[config.mk]
export PLATFORM = sky130hd
export DESIGN_NAME = ring_queue_with_reverse_core
export DESIGN_NICKNAME = d
export VERILOG_FILES = /design/src/rtl/rqr_pkg.sv /design/src/rtl/rqr_wrap.sv /design/src/rtl/ring_queue_with_reverse_core.sv
export SDC_FILE = /design/constraint.sdc
export NUM_CORES = 1
export LEC_CHECK = 0
export BUFFER_PORTS_ARGS = -buffer_cell sky130_fd_sc_hd__buf_2
export CORE_UTILIZATION = 67
export CTS_CLUSTER_SIZE = 10
export DETAILED_ROUTE_END_ITERATION = 10
export PLACE_DENSITY = 0.85
export SYNTH_ARGS = -nofsm -noshare
export SYNTH_HDL_FRONTEND = slang
export SYNTH_SLANG_ARGS = --single-unit
[constraint.sdc]
create_clock -name clock -period 12 [get_ports clock]
set_input_delay 1.8 -clock clock [delete_from_list [all_inputs] [get_ports clock]]
set_output_delay 1.8 -clock clock [all_outputs]
set_load 0.05 [all_outputs]
[src/rtl/rqr_pkg.sv]
// shared constants for the ring queue with in-place reverse
`default_nettype none
package rqr_pkg;

   localparam int DEPTH_DEFAULT = 16;
   localparam int DATA_W        = 32;
   localparam int ACTION_W      = 2;
   localparam int FILL_W        = 5;

   // request codes
   localparam logic [ACTION_W-1:0] ACT_ENQ = 2'd0;
   localparam logic [ACTION_W-1:0] ACT_DEQ = 2'd1;
   localparam logic [ACTION_W-1:0] ACT_REV = 2'd2;

endpackage
`default_nettype wire

[src/rtl/rqr_wrap.sv]
// shared modular index adder: (base + offset) mod DEPTH
`default_nettype none
module rqr_wrap #(
   parameter int DEPTH = rqr_pkg::DEPTH_DEFAULT,
   localparam int IDX_W = $clog2(DEPTH)
) (
   input  wire logic [IDX_W-1:0] base,
   input  wire logic [IDX_W-1:0] offset,
   output logic      [IDX_W-1:0] index
);

   localparam logic [IDX_W:0] WRAP = (IDX_W + 1)'(DEPTH);

   logic [IDX_W:0] sum;
   logic [IDX_W:0] folded;

   // both operands stay below DEPTH, so one subtract is enough
   always_comb begin
      sum    = {1'b0, base} + {1'b0, offset};
      folded = (sum >= WRAP) ? (sum - WRAP) : sum;
      index  = folded[IDX_W-1:0];
   end

endmodule
`default_nettype wire

[src/rtl/ring_queue_with_reverse_core.sv]
// top level of the ring queue with in-place reverse
`default_nettype none
// Circular FIFO of DEPTH signed 32-bit words held in a one-read, one-write
// memory. Each request transfer returns exactly one response transfer carrying
// status, dequeued word and the occupancy after the request. Enqueue, an
// unused request code and a reverse of fewer than two entries load the response
// register in the cycle that accepts them; a dequeue answers from ST_DEQ_DATA
// because the memory read data is registered. A reverse of n entries spends its
// accept cycle setting up, then walks floor(n/2) swaps, each stepping through
// read low, read high, write low and write high, all addresses coming from one
// shared modular adder. The response sits in an output register and the next
// request is taken once it has been transferred, so a new request is never
// accepted while a response is still owed. Memory contents are not cleared at
// reset; only stored entries are ever read.
module ring_queue_with_reverse_core #(
   parameter int DEPTH = rqr_pkg::DEPTH_DEFAULT
) (
   input  wire logic                             clock,
   input  wire logic                             reset,
   // request channel
   input  wire logic                             req_valid,
   output logic                                  req_ready,
   input  wire logic [rqr_pkg::ACTION_W-1:0]     req_action,
   input  wire logic signed [rqr_pkg::DATA_W-1:0] req_push_value,
   // response channel
   output logic                                  rsp_valid,
   input  wire logic                             rsp_ready,
   output logic                                  rsp_ok,
   output logic signed [rqr_pkg::DATA_W-1:0]     rsp_pop_value,
   output logic                                  rsp_is_empty,
   output logic                                  rsp_is_full,
   output logic [rqr_pkg::FILL_W-1:0]            rsp_fill_count
);

   localparam int IDX_W  = $clog2(DEPTH);
   localparam int CNT_W  = $clog2(DEPTH + 1);
   localparam int DATA_W = rqr_pkg::DATA_W;
   localparam int FILL_W = rqr_pkg::FILL_W;
   localparam logic [CNT_W-1:0] CNT_FULL = CNT_W'(DEPTH);

   // sequencer states
   localparam logic [2:0] ST_IDLE      = 3'd0;
   localparam logic [2:0] ST_DEQ_DATA  = 3'd1;
   localparam logic [2:0] ST_REV_RD_LO = 3'd2;
   localparam logic [2:0] ST_REV_RD_HI = 3'd3;
   localparam logic [2:0] ST_REV_WR_LO = 3'd4;
   localparam logic [2:0] ST_REV_WR_HI = 3'd5;

   // control state
   logic [2:0]       state_ff,  state_in;
   logic [IDX_W-1:0] head_ff,   head_in;
   logic [CNT_W-1:0] count_ff,  count_in;
   logic [IDX_W-1:0] lo_ff,     lo_in;
   logic [IDX_W-1:0] hi_ff,     hi_in;
   logic             rsp_valid_ff, rsp_valid_in;

   // payload state
   logic [IDX_W-1:0]  addr_lo_ff, addr_lo_in;
   logic [IDX_W-1:0]  addr_hi_ff, addr_hi_in;
   logic [DATA_W-1:0] hold_ff,    hold_in;
   logic              rsp_ok_ff,  rsp_ok_in;
   logic [DATA_W-1:0] rsp_pop_ff, rsp_pop_in;
   logic              rsp_empty_ff, rsp_empty_in;
   logic              rsp_full_ff,  rsp_full_in;
   logic [FILL_W-1:0] rsp_fill_ff,  rsp_fill_in;
   logic              rsp_load;

   // slot memory
   logic [DATA_W-1:0] slots [DEPTH];
   logic [DATA_W-1:0] rd_data_ff;
   logic              mem_rd_en;
   logic [IDX_W-1:0]  mem_rd_addr;
   logic              mem_wr_en;
   logic [IDX_W-1:0]  mem_wr_addr;
   logic [DATA_W-1:0] mem_wr_data;

   // shared address unit
   logic [IDX_W-1:0] wrap_offset;
   logic [IDX_W-1:0] wrap_index;

   logic             req_fire;
   logic [CNT_W-1:0] count_m1;
   logic [IDX_W:0]   lo_plus2;
   logic [FILL_W+CNT_W-1:0] fill_ext;

   rqr_wrap #(
      .DEPTH (DEPTH)
   ) u_wrap (
      .base   (head_ff),
      .offset (wrap_offset),
      .index  (wrap_index)
   );

   assign req_ready = (state_ff == ST_IDLE) && !rsp_valid_ff;
   assign req_fire  = req_valid && req_ready;
   assign count_m1  = count_ff - CNT_W'(1);
   assign lo_plus2  = {1'b0, lo_ff} + (IDX_W + 1)'(2);

   // sequencer and datapath steering
   always_comb begin
      state_in     = state_ff;
      head_in      = head_ff;
      count_in     = count_ff;
      lo_in        = lo_ff;
      hi_in        = hi_ff;
      addr_lo_in   = addr_lo_ff;
      addr_hi_in   = addr_hi_ff;
      hold_in      = hold_ff;
      rsp_load     = 1'b0;
      rsp_ok_in    = 1'b0;
      rsp_pop_in   = '0;
      wrap_offset  = lo_ff;
      mem_rd_en    = 1'b0;
      mem_rd_addr  = head_ff;
      mem_wr_en    = 1'b0;
      mem_wr_addr  = addr_lo_ff;
      mem_wr_data  = rd_data_ff;

      case (state_ff)
         ST_IDLE: begin
            if (req_fire) begin
               case (req_action)
                  rqr_pkg::ACT_ENQ: begin
                     // tail slot is head + count
                     wrap_offset = count_ff[IDX_W-1:0];
                     rsp_load    = 1'b1;
                     if (count_ff != CNT_FULL) begin
                        mem_wr_en   = 1'b1;
                        mem_wr_addr = wrap_index;
                        mem_wr_data = req_push_value;
                        count_in    = count_ff + CNT_W'(1);
                        rsp_ok_in   = 1'b1;
                     end
                  end
                  rqr_pkg::ACT_DEQ: begin
                     wrap_offset = IDX_W'(1);
                     if (count_ff != '0) begin
                        // read the head now, answer when the data lands
                        mem_rd_en   = 1'b1;
                        mem_rd_addr = head_ff;
                        head_in     = wrap_index;
                        count_in    = count_m1;
                        state_in    = ST_DEQ_DATA;
                     end else begin
                        rsp_load = 1'b1;
                     end
                  end
                  rqr_pkg::ACT_REV: begin
                     if (count_ff > CNT_W'(1)) begin
                        lo_in    = '0;
                        hi_in    = count_m1[IDX_W-1:0];
                        state_in = ST_REV_RD_LO;
                     end else begin
                        rsp_load  = 1'b1;
                        rsp_ok_in = 1'b1;
                     end
                  end
                  default: begin
                     // unused code: answer with a failure, no state change
                     rsp_load = 1'b1;
                  end
               endcase
            end
         end
         ST_DEQ_DATA: begin
            rsp_load   = 1'b1;
            rsp_ok_in  = 1'b1;
            rsp_pop_in = rd_data_ff;
            state_in   = ST_IDLE;
         end
         ST_REV_RD_LO: begin
            wrap_offset = lo_ff;
            mem_rd_en   = 1'b1;
            mem_rd_addr = wrap_index;
            addr_lo_in  = wrap_index;
            state_in    = ST_REV_RD_HI;
         end
         ST_REV_RD_HI: begin
            wrap_offset = hi_ff;
            mem_rd_en   = 1'b1;
            mem_rd_addr = wrap_index;
            addr_hi_in  = wrap_index;
            hold_in     = rd_data_ff;
            state_in    = ST_REV_WR_LO;
         end
         ST_REV_WR_LO: begin
            // high word goes to the low slot
            mem_wr_en   = 1'b1;
            mem_wr_addr = addr_lo_ff;
            mem_wr_data = rd_data_ff;
            state_in    = ST_REV_WR_HI;
         end
         ST_REV_WR_HI: begin
            mem_wr_en   = 1'b1;
            mem_wr_addr = addr_hi_ff;
            mem_wr_data = hold_ff;
            lo_in       = lo_ff + IDX_W'(1);
            hi_in       = hi_ff - IDX_W'(1);
            // another swap while lo + 1 < hi - 1
            if (lo_plus2 < {1'b0, hi_ff}) begin
               state_in = ST_REV_RD_LO;
            end else begin
               rsp_load  = 1'b1;
               rsp_ok_in = 1'b1;
               state_in  = ST_IDLE;
            end
         end
         default: begin
            state_in = ST_IDLE;
         end
      endcase

      // occupancy flags always report the state after the request
      fill_ext     = {{FILL_W{1'b0}}, count_in};
      rsp_empty_in = (count_in == '0);
      rsp_full_in  = (count_in == CNT_FULL);
      rsp_fill_in  = fill_ext[FILL_W-1:0];

      // output register: filled on completion, emptied by a response transfer
      if (rsp_load) begin
         rsp_valid_in = 1'b1;
      end else if (rsp_ready) begin
         rsp_valid_in = 1'b0;
      end else begin
         rsp_valid_in = rsp_valid_ff;
      end
   end

   always_ff @(posedge clock) begin
      if (reset) begin
         state_ff     <= ST_IDLE;
         head_ff      <= '0;
         count_ff     <= '0;
         lo_ff        <= '0;
         hi_ff        <= '0;
         rsp_valid_ff <= 1'b0;
      end else begin
         state_ff     <= state_in;
         head_ff      <= head_in;
         count_ff     <= count_in;
         lo_ff        <= lo_in;
         hi_ff        <= hi_in;
         rsp_valid_ff <= rsp_valid_in;
      end
   end

   always_ff @(posedge clock) begin
      addr_lo_ff <= addr_lo_in;
      addr_hi_ff <= addr_hi_in;
      hold_ff    <= hold_in;
      if (rsp_load) begin
         rsp_ok_ff    <= rsp_ok_in;
         rsp_pop_ff   <= rsp_pop_in;
         rsp_empty_ff <= rsp_empty_in;
         rsp_full_ff  <= rsp_full_in;
         rsp_fill_ff  <= rsp_fill_in;
      end
   end

   // slot memory, registered read
   always_ff @(posedge clock) begin
      if (mem_wr_en) begin
         slots[mem_wr_addr] <= mem_wr_data;
      end
      if (mem_rd_en) begin
         rd_data_ff <= slots[mem_rd_addr];
      end
   end

   assign rsp_valid      = rsp_valid_ff;
   assign rsp_ok         = rsp_ok_ff;
   assign rsp_pop_value  = rsp_pop_ff;
   assign rsp_is_empty   = rsp_empty_ff;
   assign rsp_is_full    = rsp_full_ff;
   assign rsp_fill_count = rsp_fill_ff;

   // occupancy never goes past capacity
   a_count_bound: assert property (@(posedge clock) disable iff (reset)
      count_ff <= CNT_FULL)
      else $error("entry count above capacity");

   // swap pointers stay ordered while reversing
   a_rev_order: assert property (@(posedge clock) disable iff (reset)
      (state_ff == ST_REV_RD_LO || state_ff == ST_REV_RD_HI ||
       state_ff == ST_REV_WR_LO || state_ff == ST_REV_WR_HI) |-> (lo_ff < hi_ff))
      else $error("reverse pointers crossed");

   // enqueue into a full queue fails and leaves the count alone
   a_enq_full: assert property (@(posedge clock) disable iff (reset)
      (req_fire && req_action == rqr_pkg::ACT_ENQ && count_ff == CNT_FULL)
      |=> (rsp_valid_ff && !rsp_ok_ff && $stable(count_ff)))
      else $error("enqueue on full queue not rejected");

   // a response never claims empty and full at once
   a_flags: assert property (@(posedge clock) disable iff (reset)
      rsp_valid_ff |-> !(rsp_empty_ff && rsp_full_ff))
      else $error("empty and full both set");

endmodule
`default_nettype wire

==> results of run 1 <==
[kinds of logic (layout without fill, tap and decap cells)]
logic type	Yosys count	after routing	synth area share [%]
buffers and inverters	104	236	1.703
AO/OA/AOI/OAI	122	122	3.303
XOR/XNOR	7	7	0.2292
AND/OR/NAND/NOR	205	205	3.714
flip-flops	645	645	71.63
multiplexers	498	498	18.65
adder cells (fa/ha/maj)	16	16	0.7765
[flip-flops by register name, summed over array words and instances (netlist names)]
signal and count:
rsp_is_empty 1, rsp_pop_value 32, lo_ff 4, addr_lo_ff 4, rsp_ok 1, state_ff 3
slots 512, hi_ff 4, head_ff 4, hold_ff 32, rd_data_ff 32, rsp_valid 1
rsp_fill_count 5, rsp_is_full 1, addr_hi_ff 4, count_ff 5
[layout make-up]
| cell class | count | area (sq um) | area share, % |
|---|---|---|---|
| Timing Repair Buffer | 122 | 730.7 | 2.438 |
| Sequential cell | 645 | 19160 | 63.93 |
| Tap cell | 518 | 648.1 | 2.163 |
| Multi-Input combinational cell | 848 | 7333 | 24.47 |
| Clock inverter | 1 | 16.27 | 0.05427 |
| Inverter | 20 | 75.07 | 0.2505 |
| Clock buffer | 93 | 2008 | 6.701 |
[Yosys cell counts, types with 15 or more instances]
library cell | count | area share (%)
mux2i_1 | 496 | 19
ha_1 | 15 | 0.70
a21oi_1 | 21 | 0.39
inv_1 | 20 | 0.28
dfxtp_1 | 21 | 1.6
o21ai_0 | 21 | 0.39
nor2_1 | 31 | 0.44
buf_2 | 37 | 0.69
edfxtp_1 | 624 | 70
nor3_1 | 19 | 0.36
nand2_1 | 78 | 1.1
a22oi_1 | 22 | 0.62
and2_1 | 35 | 0.82
clkbuf_1 | 37 | 0.52
[per-layer routing]
metal  wire, microns  GRT usage [%]
met5               0              0
met4            1755          11.99
met3            4745          5.627
met2           28690          47.46
met1           23070          39.20
[cell usage in the layout (no fill, tap or decap), drive strengths merged, types with 2 or more instances in the layout]
| cell type | synthesis | final |
|---|---|---|
| nand2 | 80 | 80 |
| o2bb2ai | 2 | 2 |
| buf | 47 | 122 |
| nor3 | 20 | 20 |
| dfxtp | 21 | 21 |
| ha | 15 | 15 |
| mux2 | 2 | 2 |
| a2111oi | 3 | 3 |
| o21ai | 21 | 21 |
| nand2b | 6 | 6 |
| nand3 | 12 | 12 |
| a31oi | 5 | 5 |
| clkbuf | 37 | 93 |
| mux2i | 496 | 496 |
| o211ai | 4 | 4 |
| nor2 | 32 | 32 |
| o21a | 2 | 2 |
| a31o | 2 | 2 |
| a21oi | 23 | 23 |
| nor2b | 8 | 8 |
| o22ai | 3 | 3 |
| xor2 | 5 | 5 |
| a21o | 6 | 6 |
| a211oi | 9 | 9 |
| o311a | 2 | 2 |
| a221o | 2 | 2 |
| o311ai | 2 | 2 |
| or3 | 3 | 3 |
| a22oi | 23 | 23 |
| and2 | 35 | 35 |
| a21boi | 3 | 3 |
| inv | 20 | 20 |
| edfxtp | 624 | 624 |
| xnor2 | 2 | 2 |
| a32oi | 3 | 3 |
[where the power goes]
part           internal, mW  leakage, nW  switching [mW]
logic                0.0436         6.16           0.142
registers              2.49         5.82         0.00949
clock network          1.15        0.986           0.796
total                  3.69         13.0           0.948
[metrics by stage]
step	hold WS (ns)	worst slack, ns	instances
after CTS	0.4691	5.070	2247
after global routing	0.4834	4.787	2247
final	0.4709	4.999	2247
after global placement	0.4436	4.859	2153
after floorplan	0.4404	4.388	1597
after detailed placement	0.4517	4.615	2153
[how the worst min path moves through the flow]
stage                       end            from  cells past startpoint
global route        hold_ff[11]  rd_data_ff[11]                      0
floorplan           hold_ff[13]  rd_data_ff[13]                      0
finish               hold_ff[8]   rd_data_ff[8]                      0
detailed placement   hold_ff[8]   rd_data_ff[8]                      0
global placement    hold_ff[31]  rd_data_ff[31]                      0
CTS                  hold_ff[8]   rd_data_ff[8]                      0
[worst max-delay path: cells and delay by family]
| family | cells | cell delay, ns |
|---|---|---|
| buf+inv | 3 | 0.72 |
| simple gates | 5 | 2.44 |
| fa+ha+maj | 2 | 1.02 |
| compound gates | 4 | 1.23 |
==> flow_summary_export.csv, run 1 <==
group,metric,value,unit
worst_setup_path,critPathMaxFanout,22,
cts,path_clk_slew,0.05,ns
layout,final_util,76.83,%
worst_setup_path,r2r_cells,11,
worst_setup_path,slowest_delay,1.03,ns
detailed_routing,antenna_left,0,
cts,ctsHoldBuffers,0,
cts,cts_post_setup_buffers_inserted,0,
hold_path,min_path_type,"flop to flop",
global_routing,overflow,0,
cts,h-tree-depth,3,
layout,n_fill_cell,2092,
timing,hold_viol,0,
yosys,syn_area_per_cell,16.75,sq um
yosys,ys_seq_area_share,71.63,%
detailed_routing,detail_route.vias_per_cell,6.503,
worst_setup_path,cp_common_cell,"a21o_1",
timing,tightest_slew,1.286,ns
timing,setup_viol,0,
layout,final_nets,1765,
cts,cts_buffers,74,
placed_design,placed_cell_area,0.02795,sq mm
worst_setup_path,crit_slowest_cell,"nor3_2",
floorplanning,initial_core_util,68.57,%
layout,area_growth,12.05,%
floorplanning,fp.dieW,201.8,microns
placed_design,port_buffers,79,
detailed_routing,vias,14612,
run_status,status,"completed",
timing,fmax,0.1428,GHz
yosys,synthArstFlopShare,0,%
cts,cts.sink_count,645,
yosys,syn_area,0.02675,sq mm
cts,cts.path.max_buffers,3,
timing,slew_violations,0,
power_and_ir_drop,powerDensity,154.8,mW/mm^2
detailed_routing,wl,58260,microns
worst_setup_path,r2r_slack,5.73,ns
yosys,synthDistinctLibCells,63,
floorplanning,die_h,201.8,microns
detailed_routing,dr.pass1.iters,6,
floorplanning,io_pins,80,
timing,skew,0.02420,ns
worst_setup_path,crit_path_end,"slots[6][22]",
timing,period_needed,7.001,ns
placed_design,place_congestion,0.9212,
yosys,synth_warnings,0,
power_and_ir_drop,p_total,4.640,mW
cts,cts-root-buf,"clkbuf_16",
worst_setup_path,startpoint_type,"input port",
timing,rsz0062_at_grt,"false",
worst_setup_path,crit_path_end_kind,"flop",
worst_setup_path,r2r-end,"slots[6][22]",
floorplanning,die_area,0.04072,sq mm
worst_setup_path,cp_cell_sequence,"buf_2 > inv_1 > ha_1 > nor2_1 > or3_1 > a21o_1 > a221o_1 > fa_1 > or3b_2 > a21o_1 > o32ai_1 > nand2_1 > nor3_2 > buf_4",
floorplanning,rows,72,
global_routing,grt_max_degree,148,
detailed_routing,first_iter_violations,1367,
yosys,syn_nets,1651,
yosys,synth-seq-cells,645,
power_and_ir_drop,ir_drop,0.1049,mV
timing,period_share,58.34,%
layout,final_area,0.02997,sq mm
yosys,netlist_instances,1597,
worst_setup_path,regToRegStartpoint,"state_ff[2]",
global_routing,grt_usage,29.21,%
global_routing,grt_pass1_wl,88260,microns
global_routing,grt_pass1_vias,14983,
job,maxCapViolations,0,
layout,antenna_cells,0,
power_and_ir_drop,p_leak,12.96,nW
timing,slew_headroom,13.78,%
cts,clk_latency,0.59,ns
detailed_routing,drc,0,
worst_setup_path,required,12.23,ns
global_routing,antenna_found_initial,0,
layout,drive_gt1_share,13.88,%
timing,setup-tns-final,0,ns
worst_setup_path,crit_start,"req_action[0]",
yosys,synth_edf_count,624,
cts,cts_resized,0,
placed_design,dp_hpwl,30720,microns
yosys,dominantRegCellSynth,"edfxtp_1",
floorplanning,coreArea,0.03901,sq mm
detailed_routing,wl_per_cell,25.93,microns
worst_setup_path,worstPathArrival,7.23,ns
worst_setup_path,critPathKind,"input port to flop",
cts,cts_tree,"done",
Power figures use the tool's default switching activity.
==> inputs of run 2 (changes only) <==
--- a/config.mk
+++ b/config.mk
@@ -6,10 +6,10 @@
 export NUM_CORES = 1
 export LEC_CHECK = 0
 export BUFFER_PORTS_ARGS = -buffer_cell sky130_fd_sc_hd__buf_2
-export CORE_UTILIZATION = 67
+export CORE_UTILIZATION = 56
 export CTS_CLUSTER_SIZE = 10
 export DETAILED_ROUTE_END_ITERATION = 10
-export PLACE_DENSITY = 0.85
+export PLACE_DENSITY = 0.76
 export SYNTH_ARGS = -nofsm -noshare
 export SYNTH_HDL_FRONTEND = slang
 export SYNTH_SLANG_ARGS = --single-unit
==> constraint.sdc (replaced) <==
create_clock -name clock -period 5.8 [get_ports clock]
set_input_delay 0.87 -clock clock [delete_from_list [all_inputs] [get_ports clock]]
set_output_delay 0.87 -clock clock [all_outputs]
set_load 0.05 [all_outputs]
==> run 2 against run 1 <==
The run now ends with DRC left. Final area rose by 1.6%. Clock skew fell by 0.0063 ns. Clock power rose by 110%. Register-to-register slack got worse by 5.1 ns. Core utilization fell by 12 points. Final cell count rose by 4.6%. Setup slack got worse by 4.4 ns. Sequential share of layout area fell by 1.0 points. First-iteration DRC count fell by 27%. Power rose by 110%. Routed wire length fell by 4.9%. Critical path depth fell by 3. Largest power group unchanged.
==> flow_summary_export.csv, run 2 (same netlist as run 1, synthesis figures left out) <==
group,metric,value,unit
detailed_routing,first_iter_violations,1003,
detailed_routing,detail_route.vias_per_cell,5.984,
power_and_ir_drop,p_leak,13.12,nW
global_routing,grt_usage,23.57,%
floorplanning,rows,79,
layout,antenna_cells,0,
layout,drive_gt1_share,14.97,%
layout,final_area,0.03045,sq mm
run_status,violations,"DRC",
timing,skew,0.01788,ns
worst_setup_path,crit_start,"state_ff[2]",
timing,slew_headroom,16.27,%
detailed_routing,wl_per_cell,23.57,microns
detailed_routing,dr.pass1.iters,8,
layout,area_growth,13.86,%
worst_setup_path,crit_path_end_kind,"flop",
timing,timing.final.ws_setup,0.6485,ns
worst_setup_path,required,6.06,ns
placed_design,placed_cell_area,0.02843,sq mm
cts,cts_post_setup_buffers_inserted,0,
placed_design,place_congestion,0.8768,
timing,period_needed,5.151,ns
floorplanning,initial_core_util,57.09,%
layout,n_fill_cell,3242,
cts,path_clk_slew,0.05,ns
global_routing,overflow,0,
cts,cts_buffers,75,
worst_setup_path,startpoint_type,"flop",
detailed_routing,drc,6,
global_routing,grt_pass1_wl,84930,microns
global_routing,grt_max_degree,65,
placed_design,port_buffers,79,
cts,clk_latency,0.60,ns
cts,h-tree-depth,3,
detailed_routing,vias,14062,
detailed_routing,antenna_left,0,
layout,final_util,65.00,%
timing,setup_viol,0,
hold_path,min_path_type,"flop to flop",
floorplanning,die_h,220.5,microns
worst_setup_path,r2r_slack,0.65,ns
power_and_ir_drop,powerDensity,315.8,mW/mm^2
worst_setup_path,regToRegStartpoint,"state_ff[2]",
worst_setup_path,r2r_cells,11,
placed_design,post-place-ws,0.5315,ns
layout,largest_register_ffs,512,
global_routing,grt_pass1_vias,14507,
cts,cts_tree,"done",
timing,period_share,88.82,%
power_and_ir_drop,ir_drop,0.1992,mV
layout,final_cell_mix,"624 x edfxtp_1, 494 x mux2i_1, 79 x buf_2",
hold_path,min_path_cells,0,
timing,hold_viol,0,
layout,top_register,"slots",
cts,ctsHoldBuffers,0,
detailed_routing,wl,55390,microns
cts,cts-root-buf,"clkbuf_16",
layout,mostFrequentLayoutCell,"edfxtp_1",
job,maxCapViolations,0,
floorplanning,die_area,0.04864,sq mm
cts,cts.path.max_buffers,3,
power_and_ir_drop,p_total,9.618,mW
cts,cts.sink_count,645,
layout,final_nets,1783,
worst_setup_path,r2r-end,"slots[15][19]",
floorplanning,io_pins,80,
floorplanning,coreArea,0.04685,sq mm
placed_design,dp_hpwl,33250,microns
run_status,status,"finished, violations left",
worst_setup_path,crit_path_end,"slots[15][19]",
global_routing,antenna_found_initial,0,
timing,slew_violations,0,
timing,tightest_slew,1.248,ns
worst_setup_path,worstPathArrival,5.41,ns
timing,rsz0062_at_grt,"false",
floorplanning,fp.dieW,220.5,microns
cts,cts_resized,0,
worst_setup_path,critPathKind,"flop to flop",
worst_setup_path,critPathMaxFanout,20,
timing,whs,0.4710,ns
timing,fmax,0.1941,GHz
-- run 2: worst min path at each step --
stage                         from          end  slack [ns]
finish              rd_data_ff[12]  hold_ff[12]        0.47
global route        rd_data_ff[23]  hold_ff[23]        0.49
CTS                 rd_data_ff[12]  hold_ff[12]        0.47
detailed placement  rd_data_ff[12]  hold_ff[12]        0.46
global placement    rd_data_ff[31]  hold_ff[31]        0.44
floorplan           rd_data_ff[13]  hold_ff[13]        0.44
-- run 2: critical path, cell delays in order, from the launching register on --
cell      delay [ns]
dfxtp_1         0.49
or3_1           0.64
or3_1           0.43
a21o_1          0.18
a221o_1         0.39
fa_1            0.50
or3b_2          0.44
a21o_1          0.20
o32ai_1         0.43
nand2_1         0.37
a211oi_4        0.33
buf_4           0.37
-- run 2: area by class of cell --
cell class	instances	area, sq um	share of cell area (%)
multi-input cells	848	7377	24.22
clock inverters	9	78.83	0.2588
repair buffers	139	1059	3.476
flip-flops and latches	645	19160	62.91
well taps	607	759.5	2.494
inverters	20	75.07	0.2465
clock buffers	82	1946	6.389
-- run 2: through the flow --
stage,cells,setup TNS [ns]
after floorplan,1597,-63.77
after global placement,2259,0
after global routing,2350,0
after CTS,2350,0
final,2350,0
after detailed placement,2259,0
-- run 2: per-layer routing --
metal	part of all wire, %	up-vias	global-route usage (%)
li1	-	6419	-
met5	0	-	0
met4	2.5	0	8.653
met3	5.1	96	3.808
met1	42	7171	31.13
met2	50	376	39.58
-- run 2: report_power, final --
part	total [mW]	internal, mW	switching (mW)
sequential	5.17	5.16	0.0151
clock	4.05	2.36	1.69
combinational	0.398	0.0951	0.302
==> inputs of run 3 (changes only) <==
--- a/config.mk
+++ b/config.mk
@@ -6,10 +6,10 @@
 export NUM_CORES = 1
 export LEC_CHECK = 0
 export BUFFER_PORTS_ARGS = -buffer_cell sky130_fd_sc_hd__buf_2
-export CORE_UTILIZATION = 56
+export CORE_UTILIZATION = 62
 export CTS_CLUSTER_SIZE = 10
 export DETAILED_ROUTE_END_ITERATION = 10
-export PLACE_DENSITY = 0.76
+export PLACE_DENSITY = 0.79
 export SYNTH_ARGS = -nofsm -noshare
 export SYNTH_HDL_FRONTEND = slang
 export SYNTH_SLANG_ARGS = --single-unit
==> constraint.sdc (replaced) <==
create_clock -name clock -period 4.8 [get_ports clock]
set_input_delay 0.72 -clock clock [delete_from_list [all_inputs] [get_ports clock]]
set_output_delay 0.72 -clock clock [all_outputs]
set_load 0.05 [all_outputs]
==> run 3 against run 2 <==
The flow now finishes without violations. Via count grew 2.0%. Clock skew grew 0.0044 ns. Power grew 21%. Sequential share of layout area shrank 0.48 points. Combinational power grew 26%. Register-to-register slack lost 0.20 ns. Final cell count shrank 2.0%. Worst hold slack lost 0.047 ns. Critical path type unchanged. Clock power grew 20%. Die area shrank 9.6%.
==> flow_summary_export.csv, run 3 (same netlist as run 1, synthesis figures left out) <==
group,metric,value,unit
worst_setup_path,crit_path_end_kind,"flop",
layout,finalNonFillerCells,2303,
detailed_routing,dr.pass1.iters,5,
layout,multiInputGateArea,0.007430,sq mm
layout,final_area,0.03069,sq mm
hold_path,min_path_cells,3,
floorplanning,die_area,0.04397,sq mm
layout,largest_register_ffs,512,
run_status,status,"completed",
layout,final_util,72.67,%
timing,timing.final.ws_setup,0.4520,ns
detailed_routing,wl_per_cell,24.73,microns
detailed_routing,antenna_left,0,
floorplanning,initial_core_util,63.34,%
layout,n_fill_cell,2577,
worst_setup_path,worstPathArrival,4.63,ns
placed_design,placed_cell_area,0.02869,sq mm
placed_design,place_congestion,0.8763,
power_and_ir_drop,p_total,11.60,mW
cts,cts_resized,0,
timing,slew_violations,0,
timing,period_share,90.58,%
job,maxCapViolations,0,
cts,cts_post_setup_buffers_inserted,0,
layout,top_register,"slots",
worst_setup_path,critPathKind,"flop to flop",
global_routing,grt_pass1_vias,14574,
timing,rsz0062_at_grt,"false",
floorplanning,fp.dieW,209.7,microns
floorplanning,die_h,209.7,microns
floorplanning,io_pins,80,
detailed_routing,vias,14345,
cts,path_clk_slew,0.06,ns
floorplanning,rows,75,
power_and_ir_drop,powerDensity,378.1,mW/mm^2
cts,cts-root-buf,"clkbuf_16",
layout,final_nets,1807,
cts,clk_latency,0.60,ns
layout,mostFrequentLayoutCell,"edfxtp_1",
timing,setup_viol,0,
timing,skew,0.02231,ns
layout,antenna_cells,0,
global_routing,antenna_found_initial,0,
layout,area_growth,14.73,%
hold_path,min_path_type,"input port to flop",
worst_setup_path,startpoint_type,"flop",
layout,drive_gt1_share,16.61,%
timing,tightest_slew,1.084,ns
layout,seq_area,0.01916,sq mm
worst_setup_path,critPathMaxFanout,13,
global_routing,overflow,0,
cts,cts_tree,"done",
timing,setup-tns-final,0,ns
placed_design,placed_cells,2216,
timing,hold_viol,0,
floorplanning,coreArea,0.04223,sq mm
timing,fmax,0.2300,GHz
timing,slew_headroom,27.49,%
cts,h-tree-depth,3,
global_routing,grt_usage,26.60,%
layout,final_cell_mix,"624 x edfxtp_1, 494 x mux2i_1, 79 x buf_2",
placed_design,port_buffers,79,
placed_design,post-place-ws,0.1380,ns
cts,cts.path.max_buffers,3,
timing,period_needed,4.348,ns
timing,whs,0.4243,ns
placed_design,dp_hpwl,34640,microns
cts,ctsHoldBuffers,0,
detailed_routing,detail_route.vias_per_cell,6.229,
worst_setup_path,r2r_cells,14,
detailed_routing,first_iter_violations,1340,
detailed_routing,wl,56960,microns
cts,cts_buffers,74,
global_routing,grt_max_degree,53,
power_and_ir_drop,p_leak,13.27,nW
global_routing,grt_pass1_wl,86550,microns
detailed_routing,drc,0,
cts,cts.sink_count,645,
power_and_ir_drop,ir_drop,0.2920,mV
worst_setup_path,required,5.08,ns
## run 3: cell types whose count changed in the layout (fill, tap and decap cells not counted), moves of 2 or more
cell,before,now
clkinv_2,2,0
clkinv_8,0,2
clkinv_1,3,0
buf_4,43,61
ha_4,0,2
nand2_2,4,6
o21ai_0,14,20
ha_1,15,13
nand2_1,76,74
o21ai_1,7,1
buf_12,17,24
inv_1,20,18
## run 3: critical path, stage by stage, from the launching register on
cell	delay [ns]
dfxtp_1	0.37
nor3_1	0.40
nand2_1	0.26
nor2_1	0.20
a21boi_0	0.12
o22ai_1	0.15
nand2_1	0.08
ha_1	0.20
fa_1	0.50
or3b_4	0.37
a21o_1	0.19
o32ai_2	0.37
nand2_2	0.24
a211oi_4	0.28
buf_4	0.29
## run 3: final timing paths
check,start,endpoint,slack (ns)
max,state_ff[2],slots[15][25],0.45
min,rsp_ready,rsp_valid,0.42
max reg2reg,state_ff[2],slots[15][25],0.45
min reg2reg,rd_data_ff[29],hold_ff[29],0.47
## run 3: area by class of cell
type                       count  area share (%)
clock buffer                  82           6.271
clock inverter                 5          0.2283
inverter                      20          0.3140
multi-input combinational    848           24.21
sequential                   645           62.43
tap                          539           2.198
timing repair buffer         164           4.346
## run 3: where the power goes
part / switching [mW] / internal (mW)
registers: 0.0186 / 6.23
clock network: 2.03 / 2.82
logic: 0.380 / 0.123
## run 3: per-layer routing
layer  vias to the layer above  share of wire [%]  GRT usage, %
li1                       6455                  -             -
met1                      7288                 43         37.30
met2                       525                 49         43.67
met3                        77                6.2         3.905
met4                         0                1.9         7.954
met5                         -                  0             0
